File: config.mk
export PLATFORM = sky130hd
export DESIGN_NAME = newton_square_root
export DESIGN_NICKNAME = d
export VERILOG_FILES = /design/src/rtl/core/nsr_pkg.sv /design/src/rtl/core/nsr_ctrl.sv /design/src/rtl/core/nsr_datapath.sv /design/src/rtl/core/newton_square_root.sv
export SDC_FILE = /design/constraint.sdc
export NUM_CORES = 1
export LEC_CHECK = 0
export BUFFER_PORTS_ARGS = -buffer_cell sky130_fd_sc_hd__buf_2
export CORE_ASPECT_RATIO = 0.5
export CORE_MARGIN = 2
export CORE_UTILIZATION = 30
export DETAILED_ROUTE_END_ITERATION = 10
export SLEW_MARGIN = 10
export SYNTH_ARGS = -nofsm -noshare
export SYNTH_HDL_FRONTEND = slang
export SYNTH_SLANG_ARGS = --single-unit
File: constraint.sdc
create_clock -name clk_i -period 3.9 [get_ports clk_i]
set_clock_uncertainty 0.2 [all_clocks]
set_input_delay 0.585 -clock clk_i [delete_from_list [all_inputs] [get_ports clk_i]]
set_output_delay 0.585 -clock clk_i [all_outputs]
set_load 0.02 [all_outputs]
File: src/rtl/core/nsr_pkg.sv
// shared types for the fixed point square root block
`timescale 1ns / 1ps

package nsr_pkg;

  typedef struct packed {
    logic load;
    logic step;
    logic store;
  } nsr_cmd_t;

endpackage

File: src/rtl/core/nsr_ctrl.sv
// sequencer for the digit recurrence and the output beat handshake
`timescale 1ns / 1ps

module nsr_ctrl #(
  parameter int PAIR_COUNT = 32
) (
  input  logic             clk_i,
  input  logic             rst_ni,
  input  logic             in_valid_i,
  output logic             in_ready_o,
  output logic             out_valid_o,
  input  logic             out_ready_i,
  output nsr_pkg::nsr_cmd_t cmd_o
);
  import nsr_pkg::*;

  localparam int CNT_W = (PAIR_COUNT > 1) ? $clog2(PAIR_COUNT) : 1;

  typedef enum logic [1:0] {
    ST_IDLE = 2'b01,
    ST_CALC = 2'b10
  } state_e;

  state_e           state_q, state_d;
  logic [CNT_W-1:0] cnt_q, cnt_d;
  logic             out_valid_q, out_valid_d;
  logic             last;
  logic             free;

  assign last = (cnt_q == '0);
  assign free = !out_valid_q || out_ready_i;

  always_comb begin
    cmd_o.load  = (state_q == ST_IDLE) && in_valid_i;
    cmd_o.step  = (state_q == ST_CALC) && (!last || free);
    cmd_o.store = (state_q == ST_CALC) && last && free;
  end

  assign in_ready_o  = (state_q == ST_IDLE);
  assign out_valid_o = out_valid_q;

  always_comb begin
    state_d     = state_q;
    cnt_d       = cnt_q;
    out_valid_d = out_valid_q;
    if (out_ready_i) begin
      out_valid_d = 1'b0;
    end
    case (state_q)
      ST_IDLE: begin
        if (in_valid_i) begin
          state_d = ST_CALC;
          cnt_d   = CNT_W'(PAIR_COUNT - 1);
        end
      end
      ST_CALC: begin
        if (cmd_o.store) begin
          state_d     = ST_IDLE;
          out_valid_d = 1'b1;
        end else if (cmd_o.step) begin
          cnt_d = cnt_q - CNT_W'(1);
        end
      end
      default: begin
        state_d = ST_IDLE;
      end
    endcase
  end

  always_ff @(posedge clk_i or negedge rst_ni) begin
    if (!rst_ni) begin
      state_q     <= ST_IDLE;
      cnt_q       <= '0;
      out_valid_q <= 1'b0;
    end else begin
      state_q     <= state_d;
      cnt_q       <= cnt_d;
      out_valid_q <= out_valid_d;
    end
  end

endmodule

File: src/rtl/core/nsr_datapath.sv
// restoring root recurrence, one result bit per step, with output register
`timescale 1ns / 1ps

module nsr_datapath #(
  parameter int FRAC_BITS  = 16,
  parameter int INPUT_BITS = 31,
  parameter int PAIR_COUNT = 32
) (
  input  logic              clk_i,
  input  nsr_pkg::nsr_cmd_t cmd_i,
  input  logic [30:0]       value_i,
  output logic [31:0]       root_o,
  output logic              exact_o
);
  import nsr_pkg::*;

  localparam int VAL_W = (INPUT_BITS < 31) ? INPUT_BITS : 31;
  localparam int SV_W  = 2 * PAIR_COUNT;
  localparam int ACC_W = PAIR_COUNT;
  localparam int REM_W = PAIR_COUNT + 2;

  logic [SV_W-1:0]  sv_q;
  logic [ACC_W-1:0] acc_q;
  logic [REM_W-1:0] rem_q;
  logic [REM_W-1:0] rem_shift;
  logic [REM_W-1:0] trial;
  logic [REM_W-1:0] diff;
  logic             ge;
  logic [63:0]      acc_ext;
  logic             sat;
  logic [31:0]      root_q;
  logic             exact_q;

  assign rem_shift = {rem_q[REM_W-3:0], sv_q[SV_W-1 -: 2]};
  assign trial     = {acc_q, 2'b01};
  assign ge        = (rem_shift >= trial);
  assign diff      = rem_shift - trial;

  assign acc_ext = 64'(acc_q);
  assign sat     = (acc_ext[63:32] != 32'd0);

  always_ff @(posedge clk_i) begin
    if (cmd_i.load) begin
      sv_q  <= SV_W'(value_i[VAL_W-1:0]) << (2 * FRAC_BITS);
      acc_q <= '0;
      rem_q <= '0;
    end else if (cmd_i.step) begin
      sv_q  <= {sv_q[SV_W-3:0], 2'b00};
      acc_q <= {acc_q[ACC_W-2:0], ge};
      rem_q <= ge ? diff : rem_shift;
    end
  end

  // final step result goes straight into the output register
  logic [ACC_W-1:0] acc_fin;
  logic [REM_W-1:0] rem_fin;
  logic [63:0]      fin_ext;
  logic             fin_sat;

  assign acc_fin = {acc_q[ACC_W-2:0], ge};
  assign rem_fin = ge ? diff : rem_shift;
  assign fin_ext = 64'(acc_fin);
  assign fin_sat = (fin_ext[63:32] != 32'd0) || sat;

  always_ff @(posedge clk_i) begin
    if (cmd_i.store) begin
      root_q  <= fin_sat ? 32'hFFFF_FFFF : fin_ext[31:0];
      exact_q <= !fin_sat && (rem_fin == '0);
    end
  end

  assign root_o  = root_q;
  assign exact_o = exact_q;

endmodule

File: src/rtl/core/newton_square_root.sv
// top level of the fixed point square root block
// the input beat is loaded, then a single compare and subtract unit runs the
//   restoring recurrence over PAIR_COUNT = (INPUT_BITS + 2*FRAC_BITS + 1) / 2
//   bit pairs (32 by default), one root bit per cycle; the last bit waits while
//   the output beat is held, and no new input is taken before the result is stored
// reset: asynchronous active low, clears the sequencer and the output valid flag
`timescale 1ns / 1ps

module newton_square_root #(
  parameter int FRAC_BITS  = 16,
  parameter int INPUT_BITS = 31
) (
  input  logic        clk_i,
  input  logic        rst_ni,
  input  logic        s_axis_tvalid,
  output logic        s_axis_tready,
  input  logic [31:0] s_axis_tdata,   // value[30:0], pad[31]
  output logic        m_axis_tvalid,
  input  logic        m_axis_tready,
  output logic [39:0] m_axis_tdata    // root[31:0], exact[32], pad[39:33]
);
  import nsr_pkg::*;

  localparam int PAIR_COUNT = (INPUT_BITS + 2 * FRAC_BITS + 1) / 2;

  nsr_cmd_t    cmd;
  logic [31:0] root;
  logic        exact;

  nsr_ctrl #(
    .PAIR_COUNT(PAIR_COUNT)
  ) u_ctrl (
    .clk_i      (clk_i),
    .rst_ni     (rst_ni),
    .in_valid_i (s_axis_tvalid),
    .in_ready_o (s_axis_tready),
    .out_valid_o(m_axis_tvalid),
    .out_ready_i(m_axis_tready),
    .cmd_o      (cmd)
  );

  nsr_datapath #(
    .FRAC_BITS (FRAC_BITS),
    .INPUT_BITS(INPUT_BITS),
    .PAIR_COUNT(PAIR_COUNT)
  ) u_datapath (
    .clk_i  (clk_i),
    .cmd_i  (cmd),
    .value_i(s_axis_tdata[30:0]),
    .root_o (root),
    .exact_o(exact)
  );

  assign m_axis_tdata = {7'd0, exact, root};

endmodule

After elaboration in Yosys (flattened, before gate mapping)
Index checks and enable logic that the tools add are counted.
{"block": "classes", "addsub": 2, "multipliers": 0, "div": 0, "n_lt_le_gt_ge": 1, "eq_ne": 6, "n_shift": 0, "mux": 13, "bitwise_logic": 0, "reduce_logical": 14}
{"op": "$mux W63", "count": 2}
{"op": "$ge A34 B34 Y1", "count": 1}
{"op": "$logic_not A34 Y1", "count": 1}
{"op": "$mux W34", "count": 1}
{"op": "$sub A34 B34 Y34", "count": 1}
{"op": "$mux W5", "count": 3}
{"op": "$pmux W5 S2", "count": 1}
{"op": "$ne A2 B2 Y1 const B", "count": 4}
{"op": "$logic_not A5 Y1", "count": 1}
{"op": "$sub A5 B1 Y5 const B", "count": 1}
{"op": "$logic_and A1 B1 Y1", "count": 4}
{"op": "$mux W2", "count": 2}
{"op": "$pmux W2 S2", "count": 1}
{"op": "$reduce_and A4 Y1", "count": 1}
{"op": "$reduce_bool A2 Y1", "count": 2}
{"op": "$mux W1", "count": 3}
{"op": "$eq A2 B1 Y1 const B", "count": 1}
{"op": "$eq A2 B2 Y1 const B", "count": 1}
{"op": "$logic_not A1 Y1", "count": 2}
{"op": "$logic_or A1 B1 Y1", "count": 2}
{"op": "$reduce_and A2 Y1", "count": 1}
{"block": "totals", "reg_bits": 137, "latch_bits": 0, "ram_bits": 0, "romBits": 0, "in_bits": 36, "out_inout_bits": 42, "wordCells": 45, "n_memories": 0}

Logic depth before layout (Yosys ltp)
Gate-level depths: netlist of run 1.
{"block": "depth", "depth_word": 7, "ltp_mapped": 14, "mapped_depth_nobuf": 12}

Modules after synthesis
Synthesis of run 1 repeated with hierarchy kept, for this count alone.
{"block": "unflattened", "cells_unflattened": 782, "hier_area_um2": 7637.3}
{"mod": "nsr_datapath", "instances": 1, "cells_per_inst": 726, "area_per_inst_um2": 7131.8, "seq_area_each_um2": 3223.1}
{"mod": "nsr_ctrl", "instances": 1, "cells_per_inst": 47, "area_per_inst_um2": 441.7, "seq_area_each_um2": 201.4}
{"mod": "newton_square_root", "instances": 1, "cells_per_inst": 9, "area_per_inst_um2": 63.8, "seq_area_each_um2": 0.0}

Least setup slack after synthesis of run 1
Ideal clock, no wire load.
{"block": "synth_timing", "path_kind": "flip-flop to flip-flop", "startpoint": "register u_datapath.acc_q[3]", "endpoint": "register u_datapath.exact_q, in the netlist u_datapath.exact_o (data pin)", "setup_time_ns": 0.169, "arrival_ns": 2.878, "t_required_ns": 3.531, "slack_ns": 0.653, "path_stages_with_launch": 13, "period_less_slack_ns": 3.247, "path_cell_list": "dfxtp_1 inv_1 ha_1 a21o_1 or3_1 o21ba_1 a211oi_2 o21a_2 o21ai_2 xor2_1 or4_1 o32ai_1 nor4b_2"}
{"block": "synth_via", "elab_chain_cells": 3, "word_cells_on_any_way": 4, "cone_classes": "add/sub (1); order compare (1); mux (1); reduce/logical (1)"}
{"item": "from (decl)", "line": "nsr_datapath.sv:23", "text": "logic [ACC_W-1:0] acc_q;"}
{"item": "from (signal assigned)", "line": "nsr_datapath.sv:49", "text": "acc_q <= {acc_q[ACC_W-2:0], ge};"}
{"item": "$sub A34 B34 Y34 or $ge A34 B34 Y1 (tied branches)", "line": "nsr_datapath.sv:37, nsr_datapath.sv:36"}
{"item": "$mux W34 *"}
{"item": "$logic_not A34 Y1 *", "line": "nsr_datapath.sv:68", "text": "exact_q <= !fin_sat && (rem_fin == '0);"}
{"item": "to (signal assigned)", "line": "nsr_datapath.sv:68"}
{"item": "to (decl)", "line": "nsr_datapath.sv:32", "text": "logic exact_q;"}
Mark *: on every way between the ends. The rest lies on a longest branch, timed or not.
A chain may end at the register's enable or synchronous reset.

Final worst setup path of run 1
{"block": "layout_timing", "startpoint": "register u_datapath.acc_q[0]", "endpoint": "register u_datapath.exact_q, in the netlist u_datapath.exact_o (data pin)"}
The elaborated chain is that of the path after synthesis.

==> impl_metrics.ini, run 1 <==
[finish]
mostFrequentLayoutCells = nand2_1, o21ai_0, buf_2, dfxtp_1, edfxtp_1
fin_nets = 946
synthToLayoutAreaGrowth_pct = 20.4
diodes = 0
drive_above_1_share = 0.175
layout_commonest_cell = nand2_1
fin_cells = 1202
postLayoutCoreUtil = 0.367

[synthesis]
avgSynthCellArea_sq_um = 9.13
synth_warnings = 0
synth.cell_area_sq_um = 7280
yosys.area.top_type = edfxtp_1
synth-seq-area-share = 0.470
synth_area_leaders = edfxtp_1, dfxtp_1, nand2_1
synth_cells = 798
synth_top_area_frac = 0.264
async_reset_ff_frac = 0.0584
ys.flop_type = dfxtp_1
ys_types = 66
synth_edf_count = 64
ys_seq_elements = 137

[floorplanning]
die_area_sq_um = 25600
fp.dieW_microns = 224
initial_core_util = 0.304
core_sq_um = 23900
boundaryPins = 78
die-height_microns = 114
rows = 40

[sta]
period_share = 0.966
holdWs_ns = 0.220
maxSlewHeadroom = 0.626
hold_viol = 0
slew_violations = 0
worstMarginPinSlew_ns = 0.560
setup_tns_ns = 0
rsz0062_at_grt = false
period_needed_ns = 3.77
setup_viol = 0
max_freq_mhz = 265

[critical_path]
start_kind = flop
r2r_setup_slack_ns = 0.13
r2r_end = u_datapath.exact_o
reg2reg_from = u_datapath.acc_q[0]
worstPathMaxFanout = 5
setup.worst_path.end_class = flop
r2r_cells = 12
cp_data_arrival_time_ns = 3.81
path_class = flop to flop
cp_data_required_time_ns = 3.94

[pwr]
leakage_nw = 3.70
power-per-cell-area_nw_per_um2 = 892
peakVddDrop_mv = 0.484

[grt]
grt_pass1_wl_mm = 29.4
overflow = 0
grt.total_usage = 0.147
grt_start_max_net_pins = 103
grt_pass1_vias = 5767
antenna_found_initial = 0

[outcome]
status = finished clean

[clock_network]
cts_tree = built
htreeDepth = 4
clkTransAtPathRegs_ns = 0.06
clockBufferDepth = 2
cts_root_buf = clkbuf_16
insertion_delay_ns = 0.43
clock_sinks = 137
cts_setup_buffers = 0
cts_buffers = 17

[routing]
avgViaCountPerCell = 4.90
drcViolationCount = 0
ant_nets = 0
drt_wl_total_mm = 18.1
drtIter0Drc = 375
via_count = 5892
drt_first_pass_iters = 5
wire_per_inst_microns = 15.1

[placement]
dp_hpwl_mm = 13.2
port_buffers = 69
place.gp.congestion = 0.904
dp_cells = 1169

[hold_path]
whs_endpoint = u_datapath.sv_q[49]
hold_depth = 3
hp-class = input pin to flop
hold_path.startpoint = s_axis_tdata[17]

[flow_run]
drv_cap = 0
[metrics by stage]
step	power, mW	setup slack (ns)	area (sq um)
5_1_grt	8.39	0.00779	8770
2_1_floorplan	4.89	0.653	7310
3_3_place_gp	5.98	0.122	8080
3_5_place_dp	6.02	0.131	8080
6_report	7.83	0.133	8770
4_1_cts	7.72	0.0651	8700
[synth_stat cells (all sizes together), types with 2 or more instances]
cell      n
and3      5
dfxtp    65
or2       2
o21a      8
or4       4
clkbuf   27
dfrtp     7
ha       36
a221oi    2
nand2b    2
mux2i    21
xnor2    17
inv      45
buf      20
nand3    64
nor2     21
a31oi     3
and2      2
a21boi    2
nand4    16
a211oi    5
o22ai     4
o21bai    5
nand2   145
a21o     10
mux2      2
xor2     18
a21oi    31
a22o      4
nor2b     7
o21ba     2
edfxtp   64
and4      2
nor4      8
o21ai    85
o31ai     4
or3       3
nor4b     2
o211ai    3
nor3     11
o31a      2
o211a     2
[how the worst max path moves through the flow]
| stage | start | to | slack [ns] | cells past startpoint |
|---|---|---|---|---|
| finish | u_datapath.acc_q[0] | u_datapath.exact_o | 0.13 | 12 |
| global route | u_datapath.acc_q[7] | u_datapath.exact_o | 0.008 | 13 |
| CTS | u_datapath.acc_q[0] | u_datapath.exact_o | 0.07 | 12 |
| detailed placement | u_datapath.acc_q[0] | u_datapath.exact_o | 0.13 | 12 |
| global placement | u_datapath.acc_q[3] | u_datapath.exact_o | 0.12 | 12 |
| floorplan | u_datapath.acc_q[3] | u_datapath.exact_o | 0.65 | 12 |
[cells by family (layout without fill, tap and decap cells)]
kind of cell / after synthesis / after routing / share of synthesized area
buffers and inverters: 92 / 175 / 0.0534
other: 1 / 7 / 0.000515
and+or+nand+nor: 296 / 296 / 0.190
xor gates and xnor gates: 35 / 35 / 0.0421
muxes: 23 / 23 / 0.0319
adders and majority gates: 36 / 36 / 0.0618
AOI/OAI and AO/OA: 178 / 178 / 0.150
DFF: 137 / 137 / 0.470
[state kept, by name (all words and copies together) (netlist names)]
signal	count
u_datapath.acc_q	32
u_datapath.rem_q	32
u_datapath.root_o	32
u_datapath.sv_q	32
u_ctrl.cnt_q	5
u_ctrl.state_q	2
u_ctrl.out_valid_o	1
u_datapath.exact_o	1
[repair_timing]
action	CTS	global route
hold buffers	1	0
endpoints found under the setup margin	0	1
resized for setup	0	12
endpoints found under the hold margin	8	0
[power by group]
group,switching (mW),internal [mW],leakage [nW],total [mW]
combinational,2.49,1.64,2.18,4.13
clock,0.627,1.04,0.302,1.66
sequential,0.166,1.87,1.22,2.03
total,3.29,4.54,3.70,7.83
[metal layers]
| metal | up-vias | global-route usage | wire length, microns |
|---|---|---|---|
| li1 | 2985 | - | - |
| met1 | 2748 | 0.196 | 9020 |
| met2 | 135 | 0.230 | 7950 |
| met3 | 24 | 0.0370 | 797 |
| met4 | 0 | 0.0605 | 351 |
| met5 | - | 0 | 0 |
[final cells by class]
cell class / count / area (sq um)
well taps: 315 / 394
flip-flops and latches: 137 / 3420
inverters: 45 / 169
clock buffers: 20 / 457
clock inverters: 12 / 148
repair buffers: 98 / 591
fillers: 2457 / 15200
multi-input cells: 575 / 3590
[critical path, stage by stage, from the launching register on]
cell and delay, ns:
dfxtp_1 0.35, inv_1 0.09, ha_1 0.35, nor2b_1 0.17
o31a_1 0.30, o21ba_1 0.27, nor2_4 0.19, o21ai_2 0.12
xor2_1 0.20, or4_1 0.59, o31ai_4 0.25, nand4_1 0.19
nor4b_4 0.31
Note: power is estimated with default switching activity, not from simulation.
==> run 2: changes to the inputs <==
Settings changed: ABC_AREA set to 1.
==> run 2 against run 1 <==
Net effect: sequential share of layout area down 2.1 points; wire length up 13%; maximum frequency up 14%; register-to-register slack better by 0.46 ns; worst setup slack better by 0.46 ns; critical endpoint unchanged.
==> impl_metrics.ini, run 2 <==
[outcome]
status = finished clean

[critical_path]
r2r_end = u_datapath.exact_o
r2r_cells = 18
cp_data_arrival_time_ns = 3.40
setup.worst_path.end_class = flop
worstPathMaxFanout = 41
start_kind = flop
path_cells = inv_1 -> ha_1 -> nand2_2 -> nor2_1 -> nand2_1 -> clkinv_1 -> nand2_1 -> nand2_2 -> nand2_4 -> nand2_8 -> inv_2 -> nand2_1 -> nand2_1 -> inv_1 -> nand2_1 -> nor2_1 -> nand3_1 -> nor2_1
slowest_stage = ha_1
r2r_setup_slack_ns = 0.59
slowest_delay_ns = 0.39
cp_data_required_time_ns = 3.98
path_class = flop to flop
reg2reg_from = u_datapath.acc_q[15]
cp_common_cell = nand2_1

[routing]
dr_wl_met3_microns = 841
wire_per_inst_microns = 13.6
via_count = 6846
drt_wl_total_mm = 20.5
top_layer_used = met4
drcViolationCount = 0
avgViaCountPerCell = 4.52
wl_met1_mm = 10.1
dr_wl_met2_mm = 9.28
drt_first_pass_iters = 5
ant_nets = 0
drtIter0Drc = 344

[sta]
period_needed_ns = 3.31
rsz0062_at_grt = false
holdWs_ns = 0.215
worstMarginPinSlew_ns = 1.07
setup_viol = 0
max_freq_mhz = 302
setup_tns_ns = 0
slew_violations = 0
maxSlewHeadroom = 0.288
hold_viol = 0
period_share = 0.849

[synthesis]
synth-seq-area-share = 0.432
synth.cell_area_sq_um = 7930
synth_warnings = 0
synth_cells = 1081
ys.flop_type = dfxtp_1
synth_area_leaders = edfxtp_1, nand2_1, dfxtp_1
async_reset_ff_frac = 0.0584
synth_top_area_frac = 0.242
ys_types = 37
synth_edf_count = 64
synth_most_common_cell = nand2_1
avgSynthCellArea_sq_um = 7.34
yosys.area.top_type = edfxtp_1
ys_seq_elements = 137
synth_common_cells = nand2_1, inv_1, nand3_1, nor2_1, dfxtp_1

[flow_run]
drv_cap = 0

[grt]
grt.total_usage = 0.155
antenna_found_initial = 0
overflow = 0
grt_pass1_wl_mm = 33.7
grt_start_max_net_pins = 51
grt_pass1_vias = 6725

[clock_network]
clockBufferDepth = 2
htreeDepth = 4
cts_root_buf = clkbuf_16
cts_tree = built
cts_setup_buffers = 0
cts_resized = 0
insertion_delay_ns = 0.44
clkTransAtPathRegs_ns = 0.06
postCtsHoldBufs = 1
cts_buffers = 17
clock_sinks = 137

[finish]
drive_above_1_share = 0.124
mostFrequentLayoutCells = nand2_1, inv_1, nand3_1, nor2_1, buf_2
diodes = 0
fin_nets = 1222
synthToLayoutAreaGrowth_pct = 16.8
layout_commonest_cell = nand2_1

[floorplanning]
fp.dieW_microns = 234
core_sq_um = 26200
boundaryPins = 78
die-height_microns = 119
initial_core_util = 0.302
rows = 42
die_area_sq_um = 27800

[placement]
place.gp.congestion = 0.910
port_buffers = 69
dp_hpwl_mm = 15.5

[hold_path]
hp-class = input pin to flop
whs_endpoint = u_datapath.sv_q[41]
hold_depth = 3
hold_path.startpoint = s_axis_tdata[9]
-- run 2: final cells by class --
type                       count  area (sq um)
clock buffer                  25           569
clock inverter                 7          71.3
fill                        2776         17000
inverter                     177           664
multi-input combinational    740          3690
sequential                   137          3420
tap                          352           440
timing repair buffer          77           408
-- run 2: per-layer routing --
metal | vias to the layer above | track usage
li1 | 3574 | -
met1 | 3121 | 0.204
met2 | 129 | 0.251
met3 | 22 | 0.0371
met4 | 0 | 0.0451
met5 | - | 0
-- run 2: cells by family after synthesis --
group                    Yosys count  share of synthesized area
AO/OA/AOI/OAI                    114                     0.0893
buffers and inverters            210                      0.108
flip-flops                       137                      0.432
adder cells (fa/ha/maj)           36                     0.0568
AND/OR/NAND/NOR                  569                      0.298
other                              1                   0.000473
XOR/XNOR                          14                     0.0155
-- run 2: per-stage QoR --
step | cell area, sq um | worst slack [ns] | utilization | std cells
floorplan | 7950 | 0.813 | - | 1087
global placement | 8610 | 0.578 | 0.328 | 1482
detailed placement | 8610 | 0.568 | 0.328 | 1482
CTS | 9260 | 0.543 | 0.353 | 1515
global route | 9260 | 0.351 | 0.353 | 1515
finish | 9260 | 0.588 | 0.353 | 1515
-- run 2: critical path: cells and delay by family (launching register included) --
family | cells | cell delay [ns]
and+or+nand+nor | 13 | 1.82
adders and majority gates | 1 | 0.39
DFF | 1 | 0.33
buffers and inverters | 4 | 0.41
-- run 2: worst max path at each step --
stage | from | end | slack [ns] | cells past startpoint
3_5_place_dp | u_datapath.acc_q[20] | u_datapath.exact_o | 0.57 | 16
5_1_grt | u_datapath.acc_q[20] | u_datapath.exact_o | 0.35 | 16
2_1_floorplan | u_ctrl.state_q[0] | u_datapath.sv_q[32] | 0.81 | 7
3_3_place_gp | u_datapath.acc_q[20] | u_datapath.exact_o | 0.58 | 16
6_report | u_datapath.acc_q[15] | u_datapath.exact_o | 0.59 | 18
4_1_cts | u_datapath.acc_q[20] | u_datapath.exact_o | 0.54 | 16
Power of run 2 is left out: the tool's default activity adds up to more than one toggle a clock period on the data nets, which glitch-free logic cannot reach.
==> run 3: changes to the inputs <==
Clock period 3.9 ns to 3 ns, I/O delays scaled along.
==> run 3 against run 2 <==
Net effect: core utilization up 3.1 points; via count rose by 6.7%; highest routed layer unchanged; critical path depth is 2 lower; non-clock buffer count up 86; register-to-register slack lost 0.40 ns; global-route usage increased by 0.76 points.
==> impl_metrics.ini, run 3 (synthesis results as in run 2) <==
[critical_path]
r2r_setup_slack_ns = 0.18
slowest_delay_ns = 0.35
cp_data_arrival_time_ns = 2.81
slowest_stage = ha_1
start_kind = flop
path_cells = inv_1 -> ha_1 -> o21ai_0 -> nand2_1 -> nand2_1 -> nand2_1 -> nand3_1 -> nand3_1 -> nand3_1 -> nand2_1 -> nand2_1 -> nand3_1 -> o21ai_0 -> buf_4 -> nand3_1 -> nor2_1
crit_buf_inv = 2
path_class = flop to flop
crit_family = simple AND/OR/NAND/NOR gates
setup.worst_path.end_class = flop
worstPathMaxFanout = 5
cp_data_required_time_ns = 3.00

[clock_network]
clock_sinks = 137
cts_buffers = 17
cts_root_buf = clkbuf_16
clockBufferDepth = 2
cts_setup_buffers = 0
clkTransAtPathRegs_ns = 0.06
htreeDepth = 4
cts_tree = built
insertion_delay_ns = 0.44

[finish]
synthToLayoutAreaGrowth_pct = 27.2
nFillCells = 2729
fin_nets = 1308
postLayoutCoreUtil = 0.385
drive_above_1_share = 0.204
fin_area_sq_um = 10100
mostFrequentLayoutCells = nand2_1, inv_1, buf_4, nand3_1, buf_2
layout_commonest_cell = nand2_1
diodes = 0

[placement]
port_buffers = 69
placed_cell_area_sq_um = 9300
place.gp.congestion = 0.926
dp_hpwl_mm = 16.3

[sta]
slew_violations = 0
rsz0062_at_grt = false
hold_viol = 0
setup_viol = 0
maxSlewHeadroom = 0.599
holdWs_ns = 0.0727
max_freq_mhz = 355
period_share = 0.939
worstMarginPinSlew_ns = 0.601
setup_tns_ns = 0
period_needed_ns = 2.82

[flow_run]
drv_cap = 0

[routing]
wire_per_inst_microns = 13.4
avgViaCountPerCell = 4.56
drtIter0Drc = 425
drt_first_pass_iters = 5
drcViolationCount = 0
drt_wl_total_mm = 21.5
via_count = 7303
ant_nets = 0

[grt]
grt.total_usage = 0.162
grt_pass1_wl_mm = 35.6
overflow = 0
grt_pass1_vias = 7336
grt_start_max_net_pins = 54
antenna_found_initial = 0

[floorplanning]
die-height_microns = 119
die_area_sq_um = 27800
fp.dieW_microns = 234
rows = 42
core_sq_um = 26200
initial_core_util = 0.302
boundaryPins = 78

[hold_path]
hp-class = input pin to flop

[outcome]
status = finished clean
==> run 3: worst reg2reg max path, cell delays in order, from the launching register on <==
cell     delay [ns]
dfxtp_1        0.34
inv_1          0.06
ha_1           0.35
o21ai_0        0.10
nand2_1        0.20
nand2_1        0.09
nand2_1        0.16
nand3_1        0.14
nand3_1        0.22
nand3_1        0.14
nand2_1        0.08
nand2_1        0.05
nand3_1        0.06
o21ai_0        0.10
buf_4          0.16
nand3_1        0.08
nor2_1         0.05
==> run 3: routing by layer <==
layer | track usage | up-vias | wire, microns | share of wire
met1 | 0.210 | 3414 | 10500 | 0.49
met4 | 0.0463 | 0 | 310 | 0.014
met2 | 0.267 | 120 | 9820 | 0.46
li1 | - | 3744 | - | -
met5 | 0 | - | 0 | 0
met3 | 0.0424 | 25 | 822 | 0.038
==> run 3: final cells by class <==
type | count | area (sq um) | area share
Clock buffer | 17 | 425 | 0.0422
Clock inverter | 15 | 200 | 0.0198
Inverter | 177 | 664 | 0.0659
Multi-Input combinational cell | 740 | 3840 | 0.381
Sequential cell | 137 | 3420 | 0.340
Tap cell | 352 | 440 | 0.0437
Timing Repair Buffer | 163 | 1090 | 0.108
==> run 3: stage by stage <==
stage	setup slack [ns]	instances
after floorplan	0.0645	1087
after global placement	0.0600	1568
final	0.183	1601
after global routing	0.00160	1601
after detailed placement	0.104	1568
after CTS	0.0845	1601
==> run 3: worst paths after layout <==
| kind | start | to | cells past startpoint |
|---|---|---|---|
| setup / recovery | u_datapath.acc_q[0] | u_datapath.exact_o | 16 |
| max in group asynchronous | rst_ni | u_ctrl.state_q[0] | 2 |
| hold / removal | s_axis_tdata[27] | u_datapath.sv_q[59] | 3 |
| hold reg to reg | u_datapath.acc_q[27] | u_datapath.root_o[28] | 0 |
| min in group asynchronous | rst_ni | u_ctrl.out_valid_o | 2 |
| setup reg to reg | u_datapath.acc_q[0] | u_datapath.exact_o | 16 |
==> run 3: what timing repair did <==
| item | CTS | global route |
|---|---|---|
| hold buffers | 1 | 0 |
| gates resized for setup | 0 | 27 |
| endpoints found under the hold margin | 8 | 0 |
| setup endpoints to repair | 0 | 1 |
Power of run 3 is left out for the same reason.
